===== src/design/bek_pkg.sv =====
// Package: shared types, character constants and helpers for the entry key extractor.
`timescale 1ns / 1ps
package bek_pkg;

    localparam int unsigned LINE_W = 20;
    localparam int unsigned COL_W  = 12;
    localparam int unsigned QDEPTH = 4;
    localparam int unsigned QPTR_W = 2;

    localparam logic [LINE_W-1:0] LINE_SAT = 20'hFFFFF;
    localparam logic [COL_W-1:0]  COL_SAT  = 12'hFFF;

    localparam logic [7:0] CH_AT     = 8'h40;
    localparam logic [7:0] CH_LBRACE = 8'h7B;
    localparam logic [7:0] CH_COMMA  = 8'h2C;
    localparam logic [7:0] CH_SPACE  = 8'h20;
    localparam logic [7:0] CH_TAB    = 8'h09;
    localparam logic [7:0] CH_CR     = 8'h0D;

    localparam logic [63:0] TYPE_STRING   = 64'h0000_7374_7269_6E67;
    localparam logic [63:0] TYPE_COMMENT  = 64'h0063_6F6D_6D65_6E74;
    localparam logic [63:0] TYPE_PREAMBLE = 64'h7072_6561_6D62_6C65;

    typedef enum logic [2:0] {
        SM_LINE_START,
        SM_TYPE,
        SM_WAIT_BRACE,
        SM_KEY,
        SM_SKIP
    } t_scan_mode;

    typedef enum logic [1:0] {
        BK_IDLE,
        BK_READ,
        BK_SEND,
        BK_EMPTY
    } t_back_mode;

    typedef enum logic {
        CMD_STORE,
        CMD_EMIT
    } t_cmd_op;

    typedef struct packed {
        t_cmd_op           op;
        logic [7:0]        data;
        logic [LINE_W-1:0] line;
        logic [COL_W-1:0]  column;
        logic              truncated;
    } t_cmd;

    typedef struct packed {
        logic push;
        t_cmd cmd;
    } t_push;

    function automatic logic bek_is_ws(input logic [7:0] c);
        return (c == CH_SPACE) || (c >= CH_TAB && c <= CH_CR);
    endfunction

    function automatic logic bek_is_letter(input logic [7:0] c);
        logic [7:0] l;
        l = c | 8'h20;
        return (l >= 8'h61) && (l <= 8'h7A);
    endfunction

    function automatic logic bek_type_special(input logic [3:0] len, input logic [63:0] letters);
        return (len == 4'd6 && letters == TYPE_STRING)
            || (len == 4'd7 && letters == TYPE_COMMENT)
            || (len == 4'd8 && letters == TYPE_PREAMBLE);
    endfunction

endpackage


===== src/design/bek_in_if.sv =====
// Interface: input text channel, one byte or line break per item.
`timescale 1ns / 1ps
interface bek_in_if;
    logic       valid;
    logic       ready;
    logic [7:0] char_code;
    logic       is_line_break;

    modport source (output valid, output char_code, output is_line_break, input ready);
    modport sink   (input valid, input char_code, input is_line_break, output ready);
endinterface


===== src/design/bek_out_if.sv =====
// Interface: key result channel, one key byte or one empty-key marker per item.
`timescale 1ns / 1ps
interface bek_out_if;
    logic        valid;
    logic        ready;
    logic [7:0]  key_char;
    logic        key_last;
    logic        key_empty;
    logic [19:0] key_line;
    logic [11:0] key_column;
    logic        key_truncated;

    modport source (output valid, output key_char, output key_last, output key_empty,
                    output key_line, output key_column, output key_truncated, input ready);
    modport sink   (input valid, input key_char, input key_last, input key_empty,
                    input key_line, input key_column, input key_truncated, output ready);
endinterface


===== src/design/bek_front.sv =====
// Front scanner: tracks position, parses entry headers and queues key commands.
`timescale 1ns / 1ps
module bek_front #(
    parameter int unsigned KEY_MAX = 64
) (
    input  logic          i_clk,
    input  logic          i_rst_n,
    bek_in_if.sink        i_in,
    input  logic          i_full,
    output bek_pkg::t_push o_push
);
    import bek_pkg::*;

    localparam int unsigned CW = $clog2(KEY_MAX + 1);
    localparam logic [CW-1:0] KMAX = CW'(KEY_MAX);

    t_scan_mode        r_mode, n_mode, mid_mode;
    logic [63:0]       r_letters, n_letters;
    logic [3:0]        r_type_len, n_type_len;
    logic [CW-1:0]     r_count, n_count;
    logic              r_ovf, n_ovf;
    logic              r_begun, n_begun;
    logic [LINE_W-1:0] r_start_line, n_start_line;
    logic [COL_W-1:0]  r_start_col, n_start_col;
    logic [LINE_W-1:0] r_line, n_line;
    logic [COL_W-1:0]  r_col, n_col;
    logic              accept;
    logic              special;
    logic [7:0]        c;
    logic              c_ws;

    assign i_in.ready = !i_full;
    assign accept     = i_in.valid && !i_full;
    assign c          = i_in.char_code;
    assign c_ws       = bek_is_ws(c);
    assign special    = bek_type_special(r_type_len, r_letters);

    always_ff @(posedge i_clk) begin
        if (!i_rst_n) begin
            r_mode       <= SM_LINE_START;
            r_letters    <= '0;
            r_type_len   <= '0;
            r_count      <= '0;
            r_ovf        <= 1'b0;
            r_begun      <= 1'b0;
            r_start_line <= '0;
            r_start_col  <= '0;
            r_line       <= '0;
            r_col        <= '0;
        end else begin
            r_mode       <= n_mode;
            r_letters    <= n_letters;
            r_type_len   <= n_type_len;
            r_count      <= n_count;
            r_ovf        <= n_ovf;
            r_begun      <= n_begun;
            r_start_line <= n_start_line;
            r_start_col  <= n_start_col;
            r_line       <= n_line;
            r_col        <= n_col;
        end
    end

    always_comb begin
        n_mode       = r_mode;
        n_letters    = r_letters;
        n_type_len   = r_type_len;
        n_count      = r_count;
        n_ovf        = r_ovf;
        n_begun      = r_begun;
        n_start_line = r_start_line;
        n_start_col  = r_start_col;
        n_line       = r_line;
        n_col        = r_col;
        mid_mode     = r_mode;

        o_push.push          = 1'b0;
        o_push.cmd.op        = CMD_STORE;
        o_push.cmd.data      = c;
        o_push.cmd.line      = (r_start_line == LINE_SAT) ? LINE_SAT : r_start_line + 1'b1;
        o_push.cmd.column    = r_start_col;
        o_push.cmd.truncated = r_ovf;

        if (accept) begin
            if (i_in.is_line_break) begin
                case (r_mode)
                    SM_TYPE: begin
                        n_mode = (r_type_len != 4'd0 && !special) ? SM_WAIT_BRACE
                                                                   : SM_LINE_START;
                    end
                    SM_WAIT_BRACE, SM_KEY: begin
                    end
                    default: begin
                        n_mode = SM_LINE_START;
                    end
                endcase
                if (r_line != LINE_SAT) n_line = r_line + 1'b1;
                n_col = '0;
            end else begin
                // Close the type word on its first non-letter, then treat that byte below
                if (r_mode == SM_TYPE) begin
                    if (bek_is_letter(c)) begin
                        if (r_type_len < 4'd8) n_letters = {r_letters[55:0], c | 8'h20};
                        if (r_type_len < 4'd9) n_type_len = r_type_len + 1'b1;
                    end else if (r_type_len == 4'd0 || special) begin
                        mid_mode = SM_SKIP;
                    end else begin
                        mid_mode = SM_WAIT_BRACE;
                    end
                end
                n_mode = mid_mode;

                case (mid_mode)
                    SM_LINE_START: begin
                        if (c == CH_AT) begin
                            n_mode       = SM_TYPE;
                            n_letters    = '0;
                            n_type_len   = '0;
                            n_start_line = r_line;
                            n_start_col  = r_col;
                        end else if (!c_ws) begin
                            n_mode = SM_SKIP;
                        end
                    end
                    SM_WAIT_BRACE: begin
                        if (c == CH_LBRACE) begin
                            n_mode  = SM_KEY;
                            n_count = '0;
                            n_ovf   = 1'b0;
                            n_begun = 1'b0;
                        end else if (!c_ws) begin
                            n_mode = SM_SKIP;
                        end
                    end
                    SM_KEY: begin
                        if (c == CH_COMMA) begin
                            o_push.push   = 1'b1;
                            o_push.cmd.op = CMD_EMIT;
                            n_mode        = SM_SKIP;
                        end else begin
                            if (!r_begun) begin
                                n_begun      = 1'b1;
                                n_start_line = r_line;
                                n_start_col  = r_col;
                            end
                            // Drop leading whitespace; flag dropped non-whitespace text once the buffer is full
                            if (r_count == '0 && c_ws) begin
                            end else if (r_count < KMAX) begin
                                o_push.push = 1'b1;
                                n_count     = r_count + 1'b1;
                            end else if (!c_ws) begin
                                n_ovf = 1'b1;
                            end
                        end
                    end
                    default: begin
                    end
                endcase
                if (r_col != COL_SAT) n_col = r_col + 1'b1;
            end
        end
    end

endmodule


===== src/design/bek_queue.sv =====
// Command queue: short FIFO between the front scanner and the back emitter.
`timescale 1ns / 1ps
module bek_queue (
    input  logic           i_clk,
    input  logic           i_rst_n,
    input  bek_pkg::t_push i_push,
    input  logic           i_pop,
    output bek_pkg::t_cmd  o_cmd,
    output logic           o_full,
    output logic           o_empty
);
    import bek_pkg::*;

    t_cmd              r_slot [QDEPTH];
    logic [QPTR_W-1:0] r_wptr, r_rptr;
    logic [QPTR_W:0]   r_fill;
    logic              do_push, do_pop;

    assign o_full  = (r_fill == (QPTR_W + 1)'(QDEPTH));
    assign o_empty = (r_fill == '0);
    assign do_push = i_push.push && !o_full;
    assign do_pop  = i_pop && !o_empty;
    assign o_cmd   = r_slot[r_rptr];

    always_ff @(posedge i_clk) begin
        if (!i_rst_n) begin
            r_wptr <= '0;
            r_rptr <= '0;
            r_fill <= '0;
        end else begin
            if (do_push) r_wptr <= r_wptr + 1'b1;
            if (do_pop)  r_rptr <= r_rptr + 1'b1;
            case ({do_push, do_pop})
                2'b10:   r_fill <= r_fill + 1'b1;
                2'b01:   r_fill <= r_fill - 1'b1;
                default: r_fill <= r_fill;
            endcase
        end
    end

    always_ff @(posedge i_clk) begin
        if (do_push) r_slot[r_wptr] <= i_push.cmd;
    end

endmodule


===== src/design/bek_back.sv =====
// Back emitter: holds key bytes in a buffer and sends the trimmed key out.
`timescale 1ns / 1ps
module bek_back #(
    parameter int unsigned KEY_MAX = 64
) (
    input  logic          i_clk,
    input  logic          i_rst_n,
    input  bek_pkg::t_cmd i_cmd,
    input  logic          i_empty,
    output logic          o_pop,
    bek_out_if.source     o_out
);
    import bek_pkg::*;

    localparam int unsigned CW = $clog2(KEY_MAX + 1);
    localparam int unsigned AW = $clog2(KEY_MAX);

    t_back_mode        r_mode, n_mode;
    logic [CW-1:0]     r_wptr, n_wptr;
    logic [CW-1:0]     r_trim, n_trim;
    logic [AW-1:0]     r_idx, n_idx;
    logic [LINE_W-1:0] r_line, n_line;
    logic [COL_W-1:0]  r_col, n_col;
    logic              r_trunc, n_trunc;

    logic [7:0]        r_mem [KEY_MAX];
    logic [7:0]        r_rd_data;
    logic              wr_en, rd_en;

    logic              r_ov, n_ov;
    logic [7:0]        r_o_char, n_o_char;
    logic              r_o_last, n_o_last;
    logic              r_o_empty, n_o_empty;
    logic [LINE_W-1:0] r_o_line, n_o_line;
    logic [COL_W-1:0]  r_o_col, n_o_col;
    logic              r_o_trunc, n_o_trunc;
    logic              out_free;
    logic              last_byte;

    assign out_free  = !r_ov || o_out.ready;
    assign last_byte = (({1'b0, r_idx} + 1'b1) == (AW + 1)'(r_trim));

    assign o_out.valid         = r_ov;
    assign o_out.key_char      = r_o_char;
    assign o_out.key_last      = r_o_last;
    assign o_out.key_empty     = r_o_empty;
    assign o_out.key_line      = r_o_line;
    assign o_out.key_column    = r_o_col;
    assign o_out.key_truncated = r_o_trunc;

    always_ff @(posedge i_clk) begin
        if (!i_rst_n) begin
            r_mode <= BK_IDLE;
            r_wptr <= '0;
            r_trim <= '0;
            r_ov   <= 1'b0;
        end else begin
            r_mode <= n_mode;
            r_wptr <= n_wptr;
            r_trim <= n_trim;
            r_ov   <= n_ov;
        end
    end

    always_ff @(posedge i_clk) begin
        r_idx     <= n_idx;
        r_line    <= n_line;
        r_col     <= n_col;
        r_trunc   <= n_trunc;
        r_o_char  <= n_o_char;
        r_o_last  <= n_o_last;
        r_o_empty <= n_o_empty;
        r_o_line  <= n_o_line;
        r_o_col   <= n_o_col;
        r_o_trunc <= n_o_trunc;
    end

    always_ff @(posedge i_clk) begin
        if (wr_en) r_mem[r_wptr[AW-1:0]] <= i_cmd.data;
        if (rd_en) r_rd_data <= r_mem[r_idx];
    end

    always_comb begin
        n_mode    = r_mode;
        n_wptr    = r_wptr;
        n_trim    = r_trim;
        n_idx     = r_idx;
        n_line    = r_line;
        n_col     = r_col;
        n_trunc   = r_trunc;
        n_ov      = r_ov && !o_out.ready;
        n_o_char  = r_o_char;
        n_o_last  = r_o_last;
        n_o_empty = r_o_empty;
        n_o_line  = r_o_line;
        n_o_col   = r_o_col;
        n_o_trunc = r_o_trunc;
        o_pop     = 1'b0;
        wr_en     = 1'b0;
        rd_en     = 1'b0;

        case (r_mode)
            BK_IDLE: begin
                if (!i_empty) begin
                    o_pop = 1'b1;
                    if (i_cmd.op == CMD_STORE) begin
                        wr_en  = 1'b1;
                        n_wptr = r_wptr + 1'b1;
                        // Trimmed length ends after the latest non-whitespace byte
                        if (!bek_is_ws(i_cmd.data)) n_trim = r_wptr + 1'b1;
                    end else begin
                        n_line  = i_cmd.line;
                        n_col   = i_cmd.column;
                        n_trunc = i_cmd.truncated;
                        n_idx   = '0;
                        n_mode  = (r_trim == '0) ? BK_EMPTY : BK_READ;
                    end
                end
            end
            BK_READ: begin
                rd_en  = 1'b1;
                n_mode = BK_SEND;
            end
            BK_SEND: begin
                if (out_free) begin
                    n_ov      = 1'b1;
                    n_o_char  = r_rd_data;
                    n_o_last  = last_byte;
                    n_o_empty = 1'b0;
                    n_o_line  = r_line;
                    n_o_col   = r_col;
                    n_o_trunc = r_trunc;
                    if (last_byte) begin
                        n_wptr = '0;
                        n_trim = '0;
                        n_mode = BK_IDLE;
                    end else begin
                        n_idx  = r_idx + 1'b1;
                        n_mode = BK_READ;
                    end
                end
            end
            BK_EMPTY: begin
                if (out_free) begin
                    n_ov      = 1'b1;
                    n_o_char  = 8'h00;
                    n_o_last  = 1'b1;
                    n_o_empty = 1'b1;
                    n_o_line  = r_line;
                    n_o_col   = r_col;
                    n_o_trunc = r_trunc;
                    n_wptr    = '0;
                    n_trim    = '0;
                    n_mode    = BK_IDLE;
                end
            end
            default: begin
                n_mode = BK_IDLE;
            end
        endcase
    end

endmodule


===== src/design/bibtex_entry_key_extractor.sv =====
// Top level: entry key extractor, front scanner, command queue and key emitter.
//
//   channel  | dir | payload
//   ---------+-----+------------------------------------------------------------
//   i_in     | in  | char_code[7:0], is_line_break
//   o_out    | out | key_char[7:0], key_last, key_empty, key_line[19:0],
//            |     | key_column[11:0], key_truncated
//
// The front takes one input item per cycle while the command queue has room.
// Each kept key byte and each key end costs one queue slot; the emitter stores
// each key byte in its buffer and, once the key end arrives, sends each byte
// through a buffer read, then the output register.
// Input stalls only when the four-entry queue is full; the output register
// holds its item until taken. Reset is synchronous and needs no clearing pass.
`timescale 1ns / 1ps
module bibtex_entry_key_extractor #(
    parameter int unsigned KEY_MAX = 64
) (
    input  logic      i_clk,
    input  logic      i_rst_n,
    bek_in_if.sink    i_in,
    bek_out_if.source o_out
);
    import bek_pkg::*;

    t_push push;
    t_cmd  head;
    logic  full;
    logic  empty;
    logic  pop;

    bek_front #(.KEY_MAX(KEY_MAX)) u_front (
        .i_clk   (i_clk),
        .i_rst_n (i_rst_n),
        .i_in    (i_in),
        .i_full  (full),
        .o_push  (push)
    );

    bek_queue u_queue (
        .i_clk   (i_clk),
        .i_rst_n (i_rst_n),
        .i_push  (push),
        .i_pop   (pop),
        .o_cmd   (head),
        .o_full  (full),
        .o_empty (empty)
    );

    bek_back #(.KEY_MAX(KEY_MAX)) u_back (
        .i_clk   (i_clk),
        .i_rst_n (i_rst_n),
        .i_cmd   (head),
        .i_empty (empty),
        .o_pop   (pop),
        .o_out   (o_out)
    );

endmodule

===== src/flat_wrapper.sv =====
// flat-port wrapper written by rule: the top's interface ports become plain ports
module bibtex_entry_key_extractor_flat import bek_pkg::*;
#(
    parameter int unsigned KEY_MAX = 64
)
  (i_clk, i_rst_n, i_in_valid, i_in_char_code, i_in_is_line_break, i_in_ready, o_out_valid, o_out_key_char, o_out_key_last, o_out_key_empty, o_out_key_line, o_out_key_column, o_out_key_truncated, o_out_ready);
  bek_in_if i_in_i ();
  bek_out_if o_out_i ();
  input  logic i_clk;
  input  logic i_rst_n;
  input wire logic [$bits(i_in_i.valid)-1:0] i_in_valid;
  input wire logic [$bits(i_in_i.char_code)-1:0] i_in_char_code;
  input wire logic [$bits(i_in_i.is_line_break)-1:0] i_in_is_line_break;
  output wire logic [$bits(i_in_i.ready)-1:0] i_in_ready;
  output wire logic [$bits(o_out_i.valid)-1:0] o_out_valid;
  output wire logic [$bits(o_out_i.key_char)-1:0] o_out_key_char;
  output wire logic [$bits(o_out_i.key_last)-1:0] o_out_key_last;
  output wire logic [$bits(o_out_i.key_empty)-1:0] o_out_key_empty;
  output wire logic [$bits(o_out_i.key_line)-1:0] o_out_key_line;
  output wire logic [$bits(o_out_i.key_column)-1:0] o_out_key_column;
  output wire logic [$bits(o_out_i.key_truncated)-1:0] o_out_key_truncated;
  input wire logic [$bits(o_out_i.ready)-1:0] o_out_ready;
  assign i_in_i.valid = i_in_valid;
  assign i_in_i.char_code = i_in_char_code;
  assign i_in_i.is_line_break = i_in_is_line_break;
  assign i_in_ready = i_in_i.ready;
  assign o_out_valid = o_out_i.valid;
  assign o_out_key_char = o_out_i.key_char;
  assign o_out_key_last = o_out_i.key_last;
  assign o_out_key_empty = o_out_i.key_empty;
  assign o_out_key_line = o_out_i.key_line;
  assign o_out_key_column = o_out_i.key_column;
  assign o_out_key_truncated = o_out_i.key_truncated;
  assign o_out_i.ready = o_out_ready;
  bibtex_entry_key_extractor #(.KEY_MAX(KEY_MAX)) u_core (.i_clk(i_clk), .i_rst_n(i_rst_n), .i_in(i_in_i), .o_out(o_out_i));
endmodule

===== config.mk =====
export PLATFORM = sky130hd
export DESIGN_NAME = bibtex_entry_key_extractor_flat
export DESIGN_NICKNAME = d
export VERILOG_FILES = /design/src/design/bek_pkg.sv /design/src/design/bek_in_if.sv /design/src/design/bek_out_if.sv /design/src/design/bek_front.sv /design/src/design/bek_queue.sv /design/src/design/bek_back.sv /design/src/design/bibtex_entry_key_extractor.sv /design/src/flat_wrapper.sv
export SDC_FILE = /design/constraint.sdc
export NUM_CORES = 1
export LEC_CHECK = 0
export BUFFER_PORTS_ARGS = -buffer_cell sky130_fd_sc_hd__clkbuf_2
export CAP_MARGIN = 20
export CORE_MARGIN = 2
export CORE_UTILIZATION = 25
export CTS_CLUSTER_SIZE = 12
export DETAILED_ROUTE_END_ITERATION = 10
export PLACE_DENSITY_LB_ADDON = 0.1
export SETUP_SLACK_MARGIN = 0.15
export SLEW_MARGIN = 30
export SYNTH_ARGS = -nofsm -noshare
export SYNTH_HDL_FRONTEND = slang
export SYNTH_SLANG_ARGS = --single-unit
export TNS_END_PERCENT = 50

===== constraint.sdc =====
create_clock -name i_clk -period 4.45 [get_ports i_clk]
set_input_delay 0.445 -clock i_clk [delete_from_list [all_inputs] [get_ports i_clk]]
set_output_delay 0.445 -clock i_clk [all_outputs]
set_load 0.03 [all_outputs]

# Yosys cells after proc, flatten, opt, wreduce, memory -nomap -nowiden
# Memory sizes are Yosys's and may differ from the RTL's. A register that Yosys moved wholly into a read port is not among the register bits.
# Cells that the tools add are included.
# totals
ff_bits	250
ram_bits	680
in_bits	13
output_inout_bits	45
mem_count	2
# op_classes
addsub	12
magnitude_cmp	9
n_eq_ne	43
muxes	99
bitwise	2
n_reduce_logical	54
# memory_table
memory	depth	word_bits	rd	rd_clocked_by_memory_dff	wr	line_no	rtl
u_core.u_back.r_mem	64	8	1	1	1	bek_back.sv:26	logic [7:0] r_mem [KEY_MAX];
u_core.u_queue.r_slot	4	42	1	1	1	bek_queue.sv:14	t_cmd r_slot [QDEPTH];
# ops
op	count
2-to-1 mux 64 bit	5
2-to-1 mux 7 bit	12
2-to-1 mux 20 bit	4
== test 64 x 47 -> 1 bit (second input constant)	1
== test 64 x 55 -> 1 bit (second input constant)	1
== test 64 x 63 -> 1 bit (second input constant)	1
2-to-1 mux 12 bit	5
case mux 7 bit (3 select lines)	2
adder 20 x 1 -> 20 bit (second input constant)	2
case mux 20 bit (2 select lines)	1
!= test 2 bit (second input constant)	17
2-to-1 mux 3 bit	10
2-to-1 mux 1 bit	26
== test 8 x 6 -> 1 bit (second input constant)	3
2-to-1 mux 6 bit	4
case mux 12 bit (2 select lines)	1
2-to-1 mux 2 bit	11
== test 20 bit (second input constant)	1
2-to-1 mux 4 bit	5
!= test 20 bit (second input constant)	1
== test 8 x 7 -> 1 bit (second input constant)	2
>= comparator 8 x 4 -> 1 bit (second input constant)	2
<= comparator 8 x 4 -> 1 bit (second input constant)	2
2-to-1 mux 8 bit	2
other kinds (47)	98

# Longest topological paths before layout
# Gate-level depths: netlist of the first run.
# depth
ltp_word	17
mapped_depth	13
depth_no_buf	13

# Modules after synthesis
# Synthesis of the first run repeated with hierarchy kept, for this count alone.
# hier_totals
cells_unflattened	2336
hier_area_um2	37310.8
# by_module_without_submodules
module	instances	cells_each	area_each_um2	seq_area_each_um2
bek_back	1	1233	23984.3	18417.7
bek_front	1	829	6726.5	2882.8
bek_queue	1	274	6600.1	5225.0

# Worst setup path before layout of the first run
# Ideal clock, no wire load.
# synth_timing
path_kind	input to register
start	input i_in_char_code[7]
end	memory u_core.u_queue.r_slot[0][0] (netlist name) (enable)
arrival_ps	2689
required_ps	4046
path_slack_ps	1358
stages	5
cell_sequence	or3_1 -> or4_1 -> clkbuf_1 -> o21ai_1 -> and3_1
# synth_via
elab_chain_len	13
elab_cells_between_ends	23
classes_between	order compare (4); eq/ne (3); mux (11); reduce/logical (5)
# synth_rtl
item	line_no	rtl
start: declaration	flat_wrapper.sv:12	input wire logic [$bits(i_in_i.char_code)-1:0] i_in_char_code;
>= comparator 8 x 7 -> 1 bit or <= comparator 8 x 7 -> 1 bit (tied branches)	bek_pkg.sv:64	return (l >= 8'h61) && (l <= 8'h7A);
logical AND 1 bit	bek_pkg.sv:64	
2-to-1 mux 3 bit	bek_front.sv:102	if (bek_is_letter(c)) begin
2-to-1 mux 3 bit	bek_front.sv:101	if (r_mode == SM_TYPE) begin
2-to-1 mux 3 bit	bek_front.sv:85	if (i_in.is_line_break) begin
2-to-1 mux 3 bit	bek_front.sv:84	if (accept) begin
== test 3 x 2 -> 1 bit	bek_front.sv:113	case (mid_mode)
2-to-1 mux 2 bit *	bek_front.sv:113	
2-to-1 mux 2 bit *	bek_front.sv:85	
2-to-1 mux 2 bit *	bek_front.sv:84	
logical AND 1 bit *	bek_queue.sv:21	assign do_push = i_push.push && !o_full;
2-to-1 mux 1 bit *	bek_queue.sv:42	if (do_push) r_slot[r_wptr] <= i_push.cmd;
2-to-1 mux 1 bit (not written as such) *	bek_queue.sv:42	
end: declaration	bek_queue.sv:14	
# Mark *: on every way between the ends. The rest lies on a longest branch, timed or not. The select of a mux whose other input is x is not followed.

==> metrics.csv, run 1 <==
stage;metric;value;unit
status;outcome;completed;
detailed_routing;post_drt_wl_per_cell;21.63;um
timing;hold_viol;0;
timing;finalSetupViolCount;0;
pwr;pwr-share-seq;52.6;%
worst_setup_path;critPathKind;reg2reg;
pwr;p_sw_share;19.97;%
clock_tree;cts-resized-gates;0;
grt;first_global_vias;19800;
detailed_routing;wl;92.37;mm
timing;max_freq;285.4;MHz
finish;fin_nets;2295;
logic_synthesis;yosysSeqAreaShare;72.41;%
placed_design;io_buffers;57;
detailed_routing;num_vias;18890;
worst_setup_path;path_cells;mux4_2, nor4_2, buf_4, nand3_1, nor2_1;
timing;final.setup.tns;0;ns
timing;fin_crit_sh;78.75;%
timing;slew_headroom;33.03;%
grt;grt_pass1_wl;136.9;mm
worst_setup_path;cp_max_fo;12;
placed_design;routabilityCongestion;0.7445;
clock_tree;path_clk_slew;0.06;ns
clock_tree;ctsLongestPathBuffers;3;
hold_path;hold_class;in2reg;
grt;antenna_found_initial;6;
worst_setup_path;slowest_stage;nor2_1;
detailed_routing;drt_first_pass_iters;6;
flow_run;drv_cap;0;
pwr;clkPwrFrac;47.0;%
clock_tree;cts.htree.levels;3;
floorplanning;fp.dieW;386.8;um
finish;postLayoutCellArea;0.04278;mm^2
worst_setup_path;critPathMaxStageDelay;0.91;ns
detailed_routing;via_per_inst;4.423;
logic_synthesis;synth_top_area_share;63.12;%
finish;area.growth.synth_to_final;16.79;%
logic_synthesis;ys_ff_latch;940;
finish;drive_above_1_share;21.29;%
worst_setup_path;crit_buf_inv;1;
timing;skew;0.02543;ns
finish;fillerInstances;14270;
timing;layout_setup_ws;0.9457;ns
floorplanning;start_util;25.16;%
logic_synthesis;synth_top_area_cell;edfxtp_1;
clock_tree;clock_latency;0.70;ns
clock_tree;numCtsBuffers;104;
logic_synthesis;synthDistinctLibCells;65;
logic_synthesis;synthTopCellsByArea;edfxtp_1, mux4_2, dfxtp_1;
pwr;leakage;13.63;nW
placed_design;place_area;0.03945;mm^2
pwr;peakVddDrop;0.0002662;V
floorplanning;io_pins;58;
grt;overflow;0;
timing;fin_crit;3.504;ns
grt;grt_usage;12.33;%
logic_synthesis;syn_inst;2133;
logic_synthesis;synth.cell_area;0.03663;mm^2
logic_synthesis;synth_top_flop_cell;edfxtp_1;
timing;rsz0062_at_grt;no;
worst_setup_path;startpoint_type;flip-flop;
clock_tree;post-cts-setup-buffers;0;
floorplanning;num_rows;140;
pwr;internal_power;0.01429;W
logic_synthesis;synth-edff-count;770;
logic_synthesis;postSynth.asyncResetShare;0;%
detailed_routing;drtAntennaViolNets;0;
worst_setup_path;cp.arrival;3.82;ns
logic_synthesis;yosys_warnings;0;
pwr;power.net_switching;0.003567;W
detailed_routing;drt-initial-drc-count;1199;
floorplanning;die_h;386.8;um
worst_setup_path;worst_setup_path_end_kind;flip-flop;
floorplanning;core;0.1456;mm^2
placed_design;hpwl;58.59;mm
grt;grt_max_degree;99;
logic_synthesis;syn_area_per_cell;17.17;um^2
clock_tree;cts_root_buffer;clkbuf_16;
logic_synthesis;synth.net_count;2162;
placed_design;dp_slack;0.8306;ns
finish;layout_commonest_cell;edfxtp_1;
clock_tree;clock_sinks;940;
finish;mostFrequentLayoutCells;edfxtp_1, mux4_2, nor2_1, nand2_1, dfxtp_1;
timing;worst_pin_slew;1.002;ns
clock_tree;tritoncts;done;
worst_setup_path;cp_data_required_time;4.77;ns
floorplanning;die-area;0.1496;mm^2
worst_setup_path;critical_path.top_delay_family;simple AND/OR/NAND/NOR gates;
timing;slew_violations;0;
detailed_routing;drc_errors;0;
pwr;powerDensity;417.5;mW/mm^2
pwr;combPwrFrac;0.4;%
-- registers in the layout (all words and copies together), names as in the netlist, 3 cells and up, named ones only --
signal                          flops
u_core.u_back.r_mem               512
u_core.u_queue.r_slot             168
u_core.u_front.r_letters           64
u_core.u_back.o_out.key_line       20
u_core.u_back.r_line               20
u_core.u_front.r_line              20
u_core.u_front.r_start_line        20
u_core.u_back.o_out.key_column     12
u_core.u_back.r_col                12
u_core.u_front.r_col               12
u_core.u_front.r_start_col         12
u_core.u_back.o_out.key_char        8
u_core.u_back.r_rd_data             8
u_core.u_back.r_trim                7
u_core.u_back.r_wptr                7
u_core.u_front.r_count              7
u_core.u_back.r_idx                 6
u_core.u_front.r_type_len           4
u_core.u_front.r_mode               3
u_core.u_queue.r_fill               3
-- cells in the mapped netlist (3+ instances only) --
library cell,n
a31oi_1,6
nor2_1,200
dfxtp_1,170
and2_1,13
buf_4,11
a21oi_1,88
ha_1,15
buf_1,18
buf_6,4
nor4bb_1,10
nand3_1,34
nor2b_1,13
and4b_1,4
buf_2,10
nor3b_1,4
edfxtp_1,770
and4_1,4
nand3b_1,4
and3_1,14
mux2i_1,47
nor4_1,14
o21ai_1,8
nor4b_1,3
xnor2_1,22
nor4_2,3
mux4_2,210
nor3_1,16
inv_1,18
o211ai_1,5
xor2_1,39
or3_1,14
nand4_1,27
nand2b_1,10
nand2_1,198
a211oi_1,5
clkbuf_1,57
o21ai_0,13
-- cells by family after synthesis --
group / share of synthesized area [%]
compound gates: 2.261
xor+xnor: 1.459
fa+ha+maj: 0.5670
buf+inv: 1.448
flops: 72.41
mux: 14.23
simple gates: 7.624
-- power groups by stage --
stage	Sequential (W)	Clock (W)	Combinational (W)
finish	0.00939	0.00839	0.0000802
global placement	0.00957	0	0.0000788
CTS	0.00939	0.00869	0.0000819
floorplan	0.00957	0	0.0000440
global route	0.00938	0.00902	0.0000896
detailed placement	0.00957	0	0.0000801
-- routing by layer --
metal  wire [um]  part of all wire (%)  track usage, %  vias to the layer above
li1            -                     -               -                     8579
met2       45590                    49           20.81                      319
met4        2079                   2.3           3.986                        0
met5           0                     0               0                        -
met3        3125                   3.4           2.075                      115
met1       41580                    45           16.11                     9876
-- final timing paths --
kind / endpoint / slack [ns] / from / depth (start not counted)
hold reg to reg: u_core.u_back.o_out.key_column[2] / 0.42 / u_core.u_back.r_col[2] / 0
setup reg to reg: u_core.u_back.r_mem[21][2] / 0.95 / flip-flop / 5
hold / removal: u_core.u_queue.r_slot[1][38] / 0.08 / i_in_char_code[5] / 1
setup / recovery: u_core.u_back.r_mem[21][2] / 0.95 / flip-flop / 5
-- per-stage QoR --
stage	std cells	power (W)	utilization, %	hold WS [ns]
CTS	4270	0.01816	29.39	0.01003
finish	4271	0.01786	29.39	0.08087
global placement	4074	0.009653	27.09	0.4016
floorplan	2133	0.009618	-	0.4003
global route	4271	0.01850	29.39	0.07766
detailed placement	4075	0.009654	27.10	0.4045
-- timing repair --
| action | 4_1_cts | 5_1_grt |
|---|---|---|
| hold endpoints to repair | 8 | 0 |
| hold buffers | 2 | 0 |
| endpoints found under the setup margin | 0 | 0 |
-- layout make-up --
cell class	instances	area (um^2)	share of cell area (%)
multi-input cells	1074	9600	22.44
well taps	1917	2399	5.607
clock inverters	51	399.1	0.9330
inverters	19	71.32	0.1667
flip-flops and latches	940	26530	62.02
clock buffers	142	2903	6.786
repair buffers	127	873.3	2.042
diodes	1	2.502	0.005850
Power figures use the tool's default switching activity.
==> inputs of run 2 (changes only) <==
--- a/config.mk
+++ b/config.mk
@@ -5,6 +5,7 @@
 export SDC_FILE = /design/constraint.sdc
 export NUM_CORES = 1
 export LEC_CHECK = 0
+export ABC_AREA = 1
 export BUFFER_PORTS_ARGS = -buffer_cell sky130_fd_sc_hd__clkbuf_2
 export CAP_MARGIN = 20
 export CORE_MARGIN = 2
==> constraint.sdc (replaced) <==
create_clock -name i_clk -period 3.4 [get_ports i_clk]
set_input_delay 0.34 -clock i_clk [delete_from_list [all_inputs] [get_ports i_clk]]
set_output_delay 0.34 -clock i_clk [all_outputs]
set_load 0.03 [all_outputs]
==> run 2 against run 1 <==
Final area increased by 4.1%. Power rose by 94%. Worst hold slack gained 0.012 ns. Synthesized area is 3.0% higher. Largest cell class unchanged.
==> metrics.csv, run 2 <==
stage;metric;value;unit;change
logic_synthesis;synthDistinctLibCells;52;;-20%
floorplanning;io_pins;58;;unchanged
placed_design;io_buffers;57;;unchanged
logic_synthesis;postSynth.asyncResetShare;0;%;unchanged
logic_synthesis;yosysMostFrequentCell;edfxtp_1;;
logic_synthesis;yosysSeqAreaShare;70.34;%;-2.1 points
timing;fin_crit;2.874;ns;-0.6305 ns
status;outcome;completed;;
floorplanning;fp.dieW;392.4;um;+1.5%
detailed_routing;drt_first_pass_iters;5;;-1
flow_run;drv_cap;0;;unchanged
worst_setup_path;slowest_stage;nand2_1;;
timing;max_freq;348.0;MHz;+22%
floorplanning;num_rows;142;;+1.4%
grt;antenna_found_initial;5;;-1
grt;first_global_vias;25130;;+27%
logic_synthesis;yosys-top-cells-count;edfxtp_1, nor2_1, o21ai_0;;
grt;grt_max_degree;112;;+13%
clock_tree;cts-resized-gates;0;;unchanged
logic_synthesis;synth_top_flop_cell;edfxtp_1;;
logic_synthesis;syn_inst;3290;;+54%
finish;largest_reg_flops;512;;unchanged
grt;grt_busiest_layer;met2;;
logic_synthesis;synth_top_area_cell;edfxtp_1;;
pwr;leakage;14.55;nW;+6.7%
grt;grt_pass1_wl;167.0;mm;+22%
clock_tree;ctsLongestPathBuffers;3;;unchanged
clock_tree;cts.htree.levels;3;;unchanged
clock_tree;post-cts-setup-buffers;0;;unchanged
detailed_routing;drt-initial-drc-count;1715;;+43%
timing;whs;0.09256;ns;+0.01170 ns
pwr;powerDensity;778.8;mW/mm^2;+87%
finish;layout_commonest_cell;edfxtp_1;;
detailed_routing;num_vias;25040;;+33%
finish;fin_nets;3456;;+51%
logic_synthesis;yosys_warnings;0;;unchanged
floorplanning;die-area;0.1540;mm^2;+2.9%
finish;drive_above_1_share;11.70;%;-9.6 points
grt;met3_usage;2.389;%;+0.31 points
logic_synthesis;synth.cell_area;0.03771;mm^2;+3.0%
pwr;peakVddDrop;0.0004873;V;+83%
clock_tree;numCtsBuffers;105;;+0.96%
placed_design;routabilityCongestion;0.7546;;+1.4%
floorplanning;die_h;392.4;um;+1.5%
logic_synthesis;syn_area_per_cell;11.46;um^2;-33%
detailed_routing;wl;112.1;mm;+21%
clock_tree;cts_root_buffer;clkbuf_16;;
hold_path;hold_class;in2reg;;
floorplanning;core;0.1498;mm^2;+2.9%
worst_setup_path;critPathMaxStageDelay;0.64;ns;-0.27 ns
worst_setup_path;critPathKind;reg2reg;;
logic_synthesis;ys_ff_latch;940;;unchanged
worst_setup_path;cp.arrival;3.27;ns;-0.55 ns
grt;globalRouteMet1Util;20.13;%;+4.0 points
detailed_routing;drc_errors;0;;unchanged
worst_setup_path;cp_max_fo;13;;+1
worst_setup_path;path_cells;buf_4, a21oi_1, a32o_1, nand2_1, nor3_2, nand2_1, nor2_1, buf_4;;
timing;finalSetupViolCount;0;;unchanged
logic_synthesis;synthTopCellsByArea;edfxtp_1, dfxtp_1, nor2_1;;
clock_tree;path_clk_slew;0.06;ns;about the same
timing;rsz0062_at_grt;no;;
clock_tree;tritoncts;done;;
logic_synthesis;synth-edff-count;770;;unchanged
timing;fin_crit_sh;84.52;%;+5.8 points
timing;hold_viol;0;;unchanged
timing;slew_headroom;37.96;%;+4.9 points
timing;skew;0.02787;ns;+0.002436 ns
logic_synthesis;synth_top_area_share;61.31;%;-1.8 points
timing;worst_pin_slew;0.9284;ns;-0.07339 ns
grt;grt_util_met2;23.03;%;+2.2 points
placed_design;hpwl;66.96;mm;+14%
detailed_routing;post_drt_wl_per_cell;20.28;um;-6.3%
finish;postLayoutCellArea;0.04455;mm^2;+4.1%
grt;grt_usage;14.50;%;+2.2 points
placed_design;place_area;0.04120;mm^2;+4.4%
floorplanning;start_util;25.18;%;about the same
clock_tree;clock_sinks;940;;unchanged
worst_setup_path;worst_setup_path_end_kind;flip-flop;;
grt;overflow;0;;unchanged
finish;area.growth.synth_to_final;18.14;%;
logic_synthesis;synth.net_count;3319;;+54%
timing;slew_violations;0;;unchanged
detailed_routing;via_per_inst;4.528;;+2.4%
worst_setup_path;cp_data_required_time;3.80;ns;-0.97 ns
detailed_routing;drtAntennaViolNets;0;;unchanged
worst_setup_path;startpoint_type;flip-flop;;
finish;mostFrequentLayoutCells;edfxtp_1, nor2_1, o21ai_0, nand2_1, nand3_1;;
clock_tree;clock_latency;0.71;ns;about the same
run 2: cell count changes after synthesis, sizes merged, moves of 124 or more:
cell	change
o221ai	+124
inv	+166
nand3	+167
mux4	-210
nand2	+175
o21ai	+362
nor2	+357
run 2: kinds of logic after synthesis:
family	after synthesis	synth area share, %
fa+ha+maj	16	0.5507
simple gates	1203	13.23
xor+xnor	30	0.6967
compound gates	735	11.38
buf+inv	366	3.802
flops	940	70.34
run 2: worst paths after layout:
kind	startpoint	to	slack (ns)	cells past startpoint
worst max-delay path	flip-flop	u_core.u_back.r_mem[40][0]	0.53	8
worst max register to register	flip-flop	u_core.u_back.r_mem[40][0]	0.53	8
worst min-delay path	i_in_char_code[6]	u_core.u_queue.r_slot[0][39]	0.09	2
worst min register to register	u_core.u_back.r_line[10]	u_core.u_back.o_out.key_line[10]	0.41	0
run 2: power by group:
| part | leakage [nW] | switching (W) | total [W] | internal (W) |
|---|---|---|---|---|
| Sequential | 8.46 | 0.000308 | 0.0144 | 0.0140 |
| Clock | 1.61 | 0.00471 | 0.0110 | 0.00629 |
| Combinational | 4.48 | 0.00708 | 0.00934 | 0.00226 |
run 2: repair_timing:
item	in CTS	in global routing
endpoints found under the setup margin	0	0
hold buffers	8	0
endpoints found under the hold margin	32	0
run 2: metal layers:
layer	part of all wire, %	vias to the layer above
li1	-	12080
met1	47	12370
met2	46	439
met3	4.4	149
met4	2.4	2
met5	0.012	-
run 2: critical path: cells and delay by family, from the launching register on:
family          cells  cell delay (ns)
simple gates        4             1.35
buf+inv             2             0.41
flops               1             0.36
compound gates      2             0.44
run 2: layout make-up:
class | instances | area [um^2]
Clock buffer | 139 | 2878
Timing Repair Buffer | 210 | 1679
Clock inverter | 55 | 396.6
Fill cell | 15390 | 105200
Sequential cell | 940 | 26530
Multi-Input combinational cell | 1984 | 9842
Antenna cell | 1 | 2.502
Tap cell | 2016 | 2522
Inverter | 186 | 704.4
run 2: metrics by stage:
step | TNS (ns) | std cells | total power, W | util, % | setup slack [ns]
final | 0 | 5531 | 0.03470 | 29.75 | 0.5262
after global routing | 0 | 5530 | 0.03654 | 29.74 | 0.1969
after CTS | 0 | 5530 | 0.03532 | 29.74 | 0.5395
after detailed placement | 0 | 5328 | 0.02415 | 27.50 | 0.3596
after global placement | 0 | 5328 | 0.02426 | 27.50 | 0.3244
after floorplan | -61.85 | 3290 | 0.01973 | - | -0.3577
